===== src/satlb_pkg.sv =====
package satlb_pkg;

    // fixed field widths
    localparam int VADDR_PORT_W = 48;
    localparam int FRAME_W      = 36;
    localparam int RANK_OUT_W   = 3;

    // defaults for the top-level parameters
    localparam int DEF_PAGE_OFFSET_BITS = 12;
    localparam int DEF_NUM_SETS         = 16;
    localparam int DEF_NUM_WAYS         = 4;
    localparam int DEF_VADDR_BITS       = 48;

    // request action codes; the remaining code is a no-op
    localparam logic [1:0] ACT_XLATE = 2'd0;
    localparam logic [1:0] ACT_PEEK  = 2'd1;
    localparam logic [1:0] ACT_CLEAR = 2'd2;

    typedef struct packed {
        logic hit;
        logic fault;
        logic wr_en;
    } t_set_stat;

endpackage


===== src/satlb_ram.sv =====
module satlb_ram
    import satlb_pkg::*;
#(
    parameter int WIDTH = 8,
    parameter int DEPTH = 16
) (
    input  logic                     i_clk,
    input  logic                     i_wr_en,
    input  logic [$clog2(DEPTH)-1:0] i_wr_addr,
    input  logic [WIDTH-1:0]         i_wr_data,
    input  logic                     i_rd_en,
    input  logic [$clog2(DEPTH)-1:0] i_rd_addr,
    output logic [WIDTH-1:0]         o_rd_data
);

    logic [WIDTH-1:0] r_mem [DEPTH];
    logic [WIDTH-1:0] r_rd_data;

    always_ff @(posedge i_clk) begin
        if (i_wr_en) begin
            r_mem[i_wr_addr] <= i_wr_data;
        end
        if (i_rd_en) begin
            r_rd_data <= r_mem[i_rd_addr];
        end
    end

    assign o_rd_data = r_rd_data;

endmodule


===== src/satlb_set_upd.sv =====
module satlb_set_upd
    import satlb_pkg::*;
#(
    parameter int NUM_WAYS = DEF_NUM_WAYS,
    parameter int TAG_W    = 32,
    parameter int RANK_W   = 3
) (
    input  logic [1:0]                         i_action,
    input  logic [TAG_W-1:0]                   i_tag,
    input  logic [FRAME_W-1:0]                 i_walk_frame,
    input  logic                               i_walk_fault,
    input  logic [NUM_WAYS-1:0]                i_valid,
    input  logic [NUM_WAYS-1:0][TAG_W-1:0]     i_tags,
    input  logic [NUM_WAYS-1:0][FRAME_W-1:0]   i_frames,
    input  logic [NUM_WAYS-1:0][RANK_W-1:0]    i_ranks,
    output logic [NUM_WAYS-1:0]                o_valid,
    output logic [NUM_WAYS-1:0][TAG_W-1:0]     o_tags,
    output logic [NUM_WAYS-1:0][FRAME_W-1:0]   o_frames,
    output logic [NUM_WAYS-1:0][RANK_W-1:0]    o_ranks,
    output logic [FRAME_W-1:0]                 o_frame,
    output logic [RANK_W-1:0]                  o_rank,
    output t_set_stat                          o_stat
);

    localparam int WAY_W = $clog2(NUM_WAYS);
    localparam logic [RANK_W-1:0] RANK_MRU = RANK_W'(1);
    localparam logic [RANK_W-1:0] RANK_LRU = RANK_W'(NUM_WAYS);

    logic [NUM_WAYS-1:0] match;
    logic                hit;
    logic                any_inv;
    logic                any_lru;
    logic [WAY_W-1:0]    hit_way;
    logic [WAY_W-1:0]    inv_way;
    logic [WAY_W-1:0]    lru_way;
    logic [WAY_W-1:0]    tgt;
    logic [RANK_W-1:0]   old_rank;
    logic                xlate;
    logic                wr;

    always_comb begin
        hit_way = '0;
        inv_way = '0;
        lru_way = '0;
        any_inv = 1'b0;
        any_lru = 1'b0;
        // descending so the lowest matching way wins
        for (int w = NUM_WAYS - 1; w >= 0; w--) begin
            match[w] = i_valid[w] && (i_tags[w] == i_tag);
            if (match[w]) begin
                hit_way = WAY_W'(w);
            end
            if (!i_valid[w]) begin
                inv_way = WAY_W'(w);
                any_inv = 1'b1;
            end
            if (i_ranks[w] == RANK_LRU) begin
                lru_way = WAY_W'(w);
                any_lru = 1'b1;
            end
        end
        hit = |match;

        // target: the hit way on a hit; on a fill, first empty way, else the least recent, else way 0
        if (hit) begin
            tgt = hit_way;
        end else if (any_inv) begin
            tgt = inv_way;
        end else if (any_lru) begin
            tgt = lru_way;
        end else begin
            tgt = '0;
        end

        xlate    = (i_action == ACT_XLATE);
        wr       = xlate && (hit || !i_walk_fault);
        old_rank = i_ranks[tgt];
        o_frame  = hit ? i_frames[hit_way] : i_walk_frame;
        o_rank   = hit ? i_ranks[hit_way] : '0;

        o_valid  = i_valid;
        o_tags   = i_tags;
        o_frames = i_frames;
        o_ranks  = i_ranks;
        if (wr) begin
            for (int w = 0; w < NUM_WAYS; w++) begin
                if (WAY_W'(w) != tgt && i_valid[w] &&
                    (old_rank == '0 || i_ranks[w] < old_rank)) begin
                    o_ranks[w] = i_ranks[w] + RANK_W'(1);
                end
            end
            o_valid[tgt]  = 1'b1;
            o_tags[tgt]   = i_tag;
            o_frames[tgt] = o_frame;
            o_ranks[tgt]  = RANK_MRU;
        end

        o_stat.hit   = hit && (xlate || i_action == ACT_PEEK);
        o_stat.fault = xlate && !hit && i_walk_fault;
        o_stat.wr_en = wr;
    end

endmodule


===== src/set_assoc_tlb_lru.sv =====
// Channel   Dir  Handshake               Payload
// request   in   i_in_valid/o_in_ready   i_action, i_virt_addr, i_walk_frame, i_walk_fault
// result    out  o_out_valid/i_out_ready o_phys_addr, o_fault, o_hit, o_lru_rank
//
// One request per cycle unless the result stalls; each taken request goes through the lookup stage
// (set RAM read at the accepting edge), then lookup/LRU update into the result register.
// The set row is read-modify-written; a write-to-read bypass covers back-to-back
// requests to the same set. NUM_SETS must be a power of two.
// Reset and clear drop all per-set live flags at once, so no sweep is needed.
// A stalled result holds the lookup stage; requests are taken while it is free or advancing.
module set_assoc_tlb_lru
    import satlb_pkg::*;
#(
    parameter int PAGE_OFFSET_BITS = DEF_PAGE_OFFSET_BITS,
    parameter int NUM_SETS         = DEF_NUM_SETS,
    parameter int NUM_WAYS         = DEF_NUM_WAYS,
    parameter int VADDR_BITS       = DEF_VADDR_BITS
) (
    input  logic                    i_clk,
    input  logic                    i_rst_n,
    input  logic                    i_in_valid,
    output logic                    o_in_ready,
    input  logic [1:0]              i_action,
    input  logic [VADDR_PORT_W-1:0] i_virt_addr,
    input  logic [FRAME_W-1:0]      i_walk_frame,
    input  logic                    i_walk_fault,
    output logic                    o_out_valid,
    input  logic                    i_out_ready,
    output logic [VADDR_PORT_W-1:0] o_phys_addr,
    output logic                    o_fault,
    output logic                    o_hit,
    output logic [RANK_OUT_W-1:0]   o_lru_rank
);

    localparam int VA_W    = (VADDR_BITS < VADDR_PORT_W) ? VADDR_BITS : VADDR_PORT_W;
    localparam int SET_W   = $clog2(NUM_SETS);
    localparam int TAG_RAW = VA_W - PAGE_OFFSET_BITS - SET_W;
    localparam int TAG_W   = (TAG_RAW > 0) ? TAG_RAW : 1;
    localparam int RANK_W  = $clog2(NUM_WAYS + 1);
    localparam int ROW_W   = NUM_WAYS * (1 + TAG_W + FRAME_W + RANK_W);
    localparam logic [VADDR_PORT_W-1:0] VA_MASK =
        (VA_W >= VADDR_PORT_W) ? '1 : ((VADDR_PORT_W'(1) << VA_W) - VADDR_PORT_W'(1));

    // input side
    logic [VADDR_PORT_W-1:0] va_m;
    logic [SET_W-1:0]        in_set;
    logic                    in_acc;
    logic                    s1_adv;

    // lookup stage
    logic                        r_s1_valid;
    logic [1:0]                  r_s1_action;
    logic [SET_W-1:0]            r_s1_set;
    logic [TAG_W-1:0]            r_s1_tag;
    logic [PAGE_OFFSET_BITS-1:0] r_s1_off;
    logic [FRAME_W-1:0]          r_s1_wframe;
    logic                        r_s1_wfault;

    logic [NUM_SETS-1:0] r_live;
    logic                r_byp_valid;
    logic [ROW_W-1:0]    r_byp_row;
    logic [ROW_W-1:0]    ram_row;
    logic [ROW_W-1:0]    cur_row;
    logic [ROW_W-1:0]    new_row;

    logic [NUM_WAYS-1:0]              cur_valid, new_valid;
    logic [NUM_WAYS-1:0][TAG_W-1:0]   cur_tags, new_tags;
    logic [NUM_WAYS-1:0][FRAME_W-1:0] cur_frames, new_frames;
    logic [NUM_WAYS-1:0][RANK_W-1:0]  cur_ranks, new_ranks;
    logic [FRAME_W-1:0]               use_frame;
    logic [RANK_W-1:0]                use_rank;
    t_set_stat                        stat;
    logic                             wr_en;

    logic [VADDR_PORT_W-1:0] n_phys;

    // result register
    logic                    r_out_valid;
    logic [VADDR_PORT_W-1:0] r_out_phys;
    logic                    r_out_fault;
    logic                    r_out_hit;
    logic [RANK_OUT_W-1:0]   r_out_rank;

    assign va_m   = i_virt_addr & VA_MASK;
    assign in_set = SET_W'(va_m >> PAGE_OFFSET_BITS);

    assign s1_adv     = r_s1_valid && (!r_out_valid || i_out_ready);
    assign o_in_ready = !r_s1_valid || s1_adv;
    assign in_acc     = i_in_valid && o_in_ready;
    assign wr_en      = s1_adv && stat.wr_en;

    always_ff @(posedge i_clk) begin
        if (!i_rst_n) begin
            r_s1_valid <= 1'b0;
        end else if (in_acc) begin
            r_s1_valid <= 1'b1;
        end else if (s1_adv) begin
            r_s1_valid <= 1'b0;
        end
    end

    always_ff @(posedge i_clk) begin
        if (in_acc) begin
            r_s1_action <= i_action;
            r_s1_set    <= in_set;
            r_s1_tag    <= TAG_W'(va_m >> (PAGE_OFFSET_BITS + SET_W));
            r_s1_off    <= i_virt_addr[PAGE_OFFSET_BITS-1:0];
            r_s1_wframe <= i_walk_frame;
            r_s1_wfault <= i_walk_fault;
            r_byp_row   <= new_row;
        end
    end

    // the RAM read at this edge misses a write landing on the same set
    always_ff @(posedge i_clk) begin
        if (!i_rst_n) begin
            r_byp_valid <= 1'b0;
        end else if (in_acc) begin
            r_byp_valid <= wr_en && (r_s1_set == in_set);
        end
    end

    always_ff @(posedge i_clk) begin
        if (!i_rst_n) begin
            r_live <= '0;
        end else if (s1_adv && r_s1_action == ACT_CLEAR) begin
            r_live <= '0;
        end else if (wr_en) begin
            r_live[r_s1_set] <= 1'b1;
        end
    end

    satlb_ram #(
        .WIDTH (ROW_W),
        .DEPTH (NUM_SETS)
    ) u_row_ram (
        .i_clk     (i_clk),
        .i_wr_en   (wr_en),
        .i_wr_addr (r_s1_set),
        .i_wr_data (new_row),
        .i_rd_en   (in_acc),
        .i_rd_addr (in_set),
        .o_rd_data (ram_row)
    );

    // a set not written since clear reads as empty
    always_comb begin
        if (!r_live[r_s1_set]) begin
            cur_row = '0;
        end else if (r_byp_valid) begin
            cur_row = r_byp_row;
        end else begin
            cur_row = ram_row;
        end
    end

    assign {cur_valid, cur_tags, cur_frames, cur_ranks} = cur_row;
    assign new_row = {new_valid, new_tags, new_frames, new_ranks};

    satlb_set_upd #(
        .NUM_WAYS (NUM_WAYS),
        .TAG_W    (TAG_W),
        .RANK_W   (RANK_W)
    ) u_set_upd (
        .i_action     (r_s1_action),
        .i_tag        (r_s1_tag),
        .i_walk_frame (r_s1_wframe),
        .i_walk_fault (r_s1_wfault),
        .i_valid      (cur_valid),
        .i_tags       (cur_tags),
        .i_frames     (cur_frames),
        .i_ranks      (cur_ranks),
        .o_valid      (new_valid),
        .o_tags       (new_tags),
        .o_frames     (new_frames),
        .o_ranks      (new_ranks),
        .o_frame      (use_frame),
        .o_rank       (use_rank),
        .o_stat       (stat)
    );

    always_comb begin
        if (stat.wr_en) begin
            n_phys = (VADDR_PORT_W'(use_frame) << PAGE_OFFSET_BITS)
                   | VADDR_PORT_W'(r_s1_off);
        end else begin
            n_phys = '0;
        end
    end

    always_ff @(posedge i_clk) begin
        if (!i_rst_n) begin
            r_out_valid <= 1'b0;
        end else if (s1_adv) begin
            r_out_valid <= 1'b1;
        end else if (i_out_ready) begin
            r_out_valid <= 1'b0;
        end
    end

    always_ff @(posedge i_clk) begin
        if (s1_adv) begin
            r_out_phys  <= n_phys;
            r_out_fault <= stat.fault;
            r_out_hit   <= stat.hit;
            r_out_rank  <= (r_s1_action == ACT_PEEK) ? RANK_OUT_W'(use_rank) : '0;
        end
    end

    assign o_out_valid = r_out_valid;
    assign o_phys_addr = r_out_phys;
    assign o_fault     = r_out_fault;
    assign o_hit       = r_out_hit;
    assign o_lru_rank  = r_out_rank;

endmodule

===== config.mk =====
export PLATFORM = sky130hd
export DESIGN_NAME = set_assoc_tlb_lru
export DESIGN_NICKNAME = d
export VERILOG_FILES = /design/src/satlb_pkg.sv /design/src/satlb_ram.sv /design/src/satlb_set_upd.sv /design/src/set_assoc_tlb_lru.sv
export SDC_FILE = /design/constraint.sdc
export NUM_CORES = 2
export LEC_CHECK = 0
export BUFFER_PORTS_ARGS = -buffer_cell sky130_fd_sc_hd__buf_2
export CAP_MARGIN = 20
export CELL_PAD_IN_SITES_DETAIL_PLACEMENT = 1
export CELL_PAD_IN_SITES_GLOBAL_PLACEMENT = 1
export CORE_AREA = 2 2 685 687
export CTS_CLUSTER_DIAMETER = 30
export DETAILED_ROUTE_END_ITERATION = 8
export DIE_AREA = 0 0 687 689
export GPL_ROUTABILITY_DRIVEN = 1
export PLACE_DENSITY = 0.66
export REMOVE_ABC_BUFFERS = 1
export SLEW_MARGIN = 20
export SYNTH_ARGS = -nofsm -noshare
export SYNTH_HDL_FRONTEND = slang
export SYNTH_MEMORY_MAX_BITS = 65536
export SYNTH_SLANG_ARGS = --single-unit

===== constraint.sdc =====
create_clock -name i_clk -period 27.2 [get_ports i_clk]
set_input_delay 5.44 -clock i_clk [delete_from_list [all_inputs] [get_ports i_clk]]
set_output_delay 5.44 -clock i_clk [all_outputs]
set_load 0.01 [all_outputs]

==> impl_results.md <==
* Status: completed
* Grt total ovfl at 0
* Setup_tns at 0 ns
* Cell variety after synth at roughly 90
* Power per standard cell area at 92.0 mW/mm^2
* Ranking of synthesized cells by area: edfxtp_1, mux4_2, mux2i_1
* Setup WS post-layout at 15.59 ns
* CP Data Required Time at around 22 ns
* Setup violations, final at 0
* Drt pass-1 iters at 6
* CTS Buffer Depth at 5
* Layout cell share with drive strength beyond 1 at 35.1%
* Chip Height at between 600 and 700 um
* Die Wd at between 600 and 700 um
* Critical path peak fanout at 4
* Max-slew violations at 0
* Core region area at 0.466 mm^2
* Yosys reg bits at approximately 5,300
* Achievable clock frequency at around 86 MHz
* Initial drt markers at roughly 12,000
* Post-synth EDFFs at approximately 5,300
* Leak at ~85 nW
* Ys async rst share at 0%
* Clock root cell: clkbuf_16
* Buffers on Ports at 145
* Min-Delay Endpoint: r_live[13]
* Mapped Area at approximately 0.21 mm^2
* Clock transition at path regs at 0.05 ns
* Wirelength per Cell at between 30 and 40 um
* CP startpoint: i_out_ready
* Largest area contributor in the netlist: edfxtp_1
* Gpl congestion at ~0.84
* DRT antenna net count at 0
* Worst flop-to-flop path endpoint: u_row_ram.r_mem[2][15]
* Worst-Skew Late Latency at 1.18 ns
* Power share of the clock group at a little under three fifths
* Mapped Cells at between 9,000 and 10,000
* Clock Skew at between 0.1 and 0.15 ns
* Minimum clock period at between 10 and 15 ns
* Dpl hpwl at about 300,000 um
* Number of global-route vias before repair at approximately 120k
* Post-Syn Area per Cell at 22.0 um^2
* Part of the power in registers at between 30% and 40%
* Switching power at a little over 5 mW
* Core Rows at about 250
* Logic pwr share at ~4.1%
* Reg2Reg Launch Point: r_byp_valid
* Resized cells post-CTS at 0
* R2r setup slk at around 16 ns
* Endpoint class of the critical path: output pin
* Most frequent cells in the layout: edfxtp_1, mux4_2, clkbuf_16
* Area post-placement at roughly 0.22 mm^2
* RSZ-0062 raised after global routing: false
* Max Cap Violations at 0
* Via density at a little over 6
* CTS Buf Count at between 1,000 and 1,500
* Synth top area share at 76.4%
* Sw frac at a little over a fifth
* Register area share after synthesis at 76.6%
* Hold buffers post-CTS at 0
* Ys flop type: edfxtp_1
* Via count at 109,731
* Reg2Reg Depth at 22
* Area Growth Syn to Fin at 22.8%
* Worst-Margin Slew at 1.19 ns
* Post-route cell area at 0.257 mm^2
* Pre-CTS setup slack at ~16 ns
* CTS tree: done
* CTS Sinks at around 5,300
* Critical Path Start Type: input port
* Post-route clock period utilization at 42.7%
* I/O pin count at between 100 and 150
* Full die area at 0.473 mm^2
* WS Path Type: input port to output pin
* Worst slew margin at 18.6%
* Gr usage total at between 20 and 30%
* First-pass GRT wire length at 873,000 um
* Power, Total at around 24 mW
* Layout Nets at between 10,000 and 15,000
* Pin count of the biggest net entering global routing at 133
* Final count of hold timing violations at 0
* Postcts setup bufs at 0
* Routed wire length at 608,000 um
* Hold Path Class: flop to flop
* # H-tree levels at 7
* Ys Warns at 0
* WP data arrival at 6.17 ns
* Hold Crit Start: r_live[13]
* Hold Path Stages at 2
* Most common cell after layout, fill and taps aside: edfxtp_1
* Initial Util at 44.9%
* Antenna violations before repair at 20
* Hold_ws at around 0.48 ns
* Worst IR Drop VDD at ~67 uV
* Cell Int Power at about 19 mW
* DR DRC count at 0
## state kept, by name (all words and copies together) (netlist names)
register / flops
r_s1_wframe: 36
r_s1_tag: 32
o_phys_addr: 48
o_out_valid: 1
r_live: 16
o_fault: 1
r_byp_row: 288
r_s1_set: 4
r_s1_valid: 1
r_s1_off: 12
r_s1_action: 2
u_row_ram.o_rd_data: 288
r_s1_wfault: 1
r_byp_valid: 1
o_hit: 1
o_lru_rank: 3
u_row_ram.r_mem: 4608
## how the worst max path moves through the flow
stage / to / slack [ns] / depth (start not counted)
2_1_floorplan: u_row_ram.r_mem[0][0] / -9.86 / 13
3_3_place_gp: u_row_ram.o_rd_data[266] / 15.53 / 10
3_5_place_dp: o_in_ready / 15.58 / 4
4_1_cts: o_in_ready / 15.58 / 4
5_1_grt: o_in_ready / 15.55 / 4
6_report: o_in_ready / 15.59 / 4
## cells by family after synthesis
family                   after synthesis  share of synthesized area [%]
flip-flops                          5343                           76.6
AND/OR/NAND/NOR                      942                           2.33
adder cells (fa/ha/maj)                8                         0.0479
buffers and inverters                596                           1.15
AO/OA/AOI/OAI                        747                           2.28
multiplexers                        1805                           17.3
XOR/XNOR                              53                          0.222
## metrics by stage
step	cells	utilization, %
global route	17706	55.1
floorplan	8915	-
detailed placement	15757	47.2
finish	17714	55.1
global placement	15756	47.1
CTS	17701	55.0
## synthesized netlist by cell type, types with 26 or more instances
master and n:
edfxtp_1 5324, mux4_2 1438, clkbuf_1 401, nand2_1 267, o21ai_0 222, mux2i_1 212
nor2_1 156, a21oi_1 153, mux2_2 153, buf_1 143, nand3_1 141, nor2b_1 83
o31ai_1 82, a211oi_1 59, or3_1 53, nand4_1 49, a22oi_1 45, nand3b_1 39
xor2_1 38, nand2b_1 35, a21o_1 28, a31oi_1 26
## worst max-delay path, cell delays in order
cell	delay, ns
buf_2	0.10
nor2b_1	0.32
nand2_1	0.14
buf_2	0.16
## power groups by stage
stage	Sequential, mW	Clock (mW)	Combinational [mW]
2_1_floorplan	9.49	0	0.501
3_3_place_gp	9.45	0	0.922
3_5_place_dp	9.46	0	0.962
4_1_cts	9.31	13.5	0.974
5_1_grt	9.31	13.9	1.04
6_report	9.31	13.3	0.980
## layout make-up
cell class,instances,area (um^2)
diodes,9,22.5
clock buffers,1279,29500
clock inverters,665,7230
fillers,39655,209000
inverters,17,71.3
multi-input cells,3555,47000
flip-flops and latches,5343,160000
well taps,6198,7750
repair buffers,648,4960
## metal layers
metal	track usage (%)	vias to the layer above	share of wire, %
met5	0	-	0.0076
met4	9.95	6	3.1
met3	5.27	1122	7.4
met2	41.6	5420	49
met1	35.1	60028	40
li1	-	43155	-
Note: power is estimated with default switching activity, not from simulation.
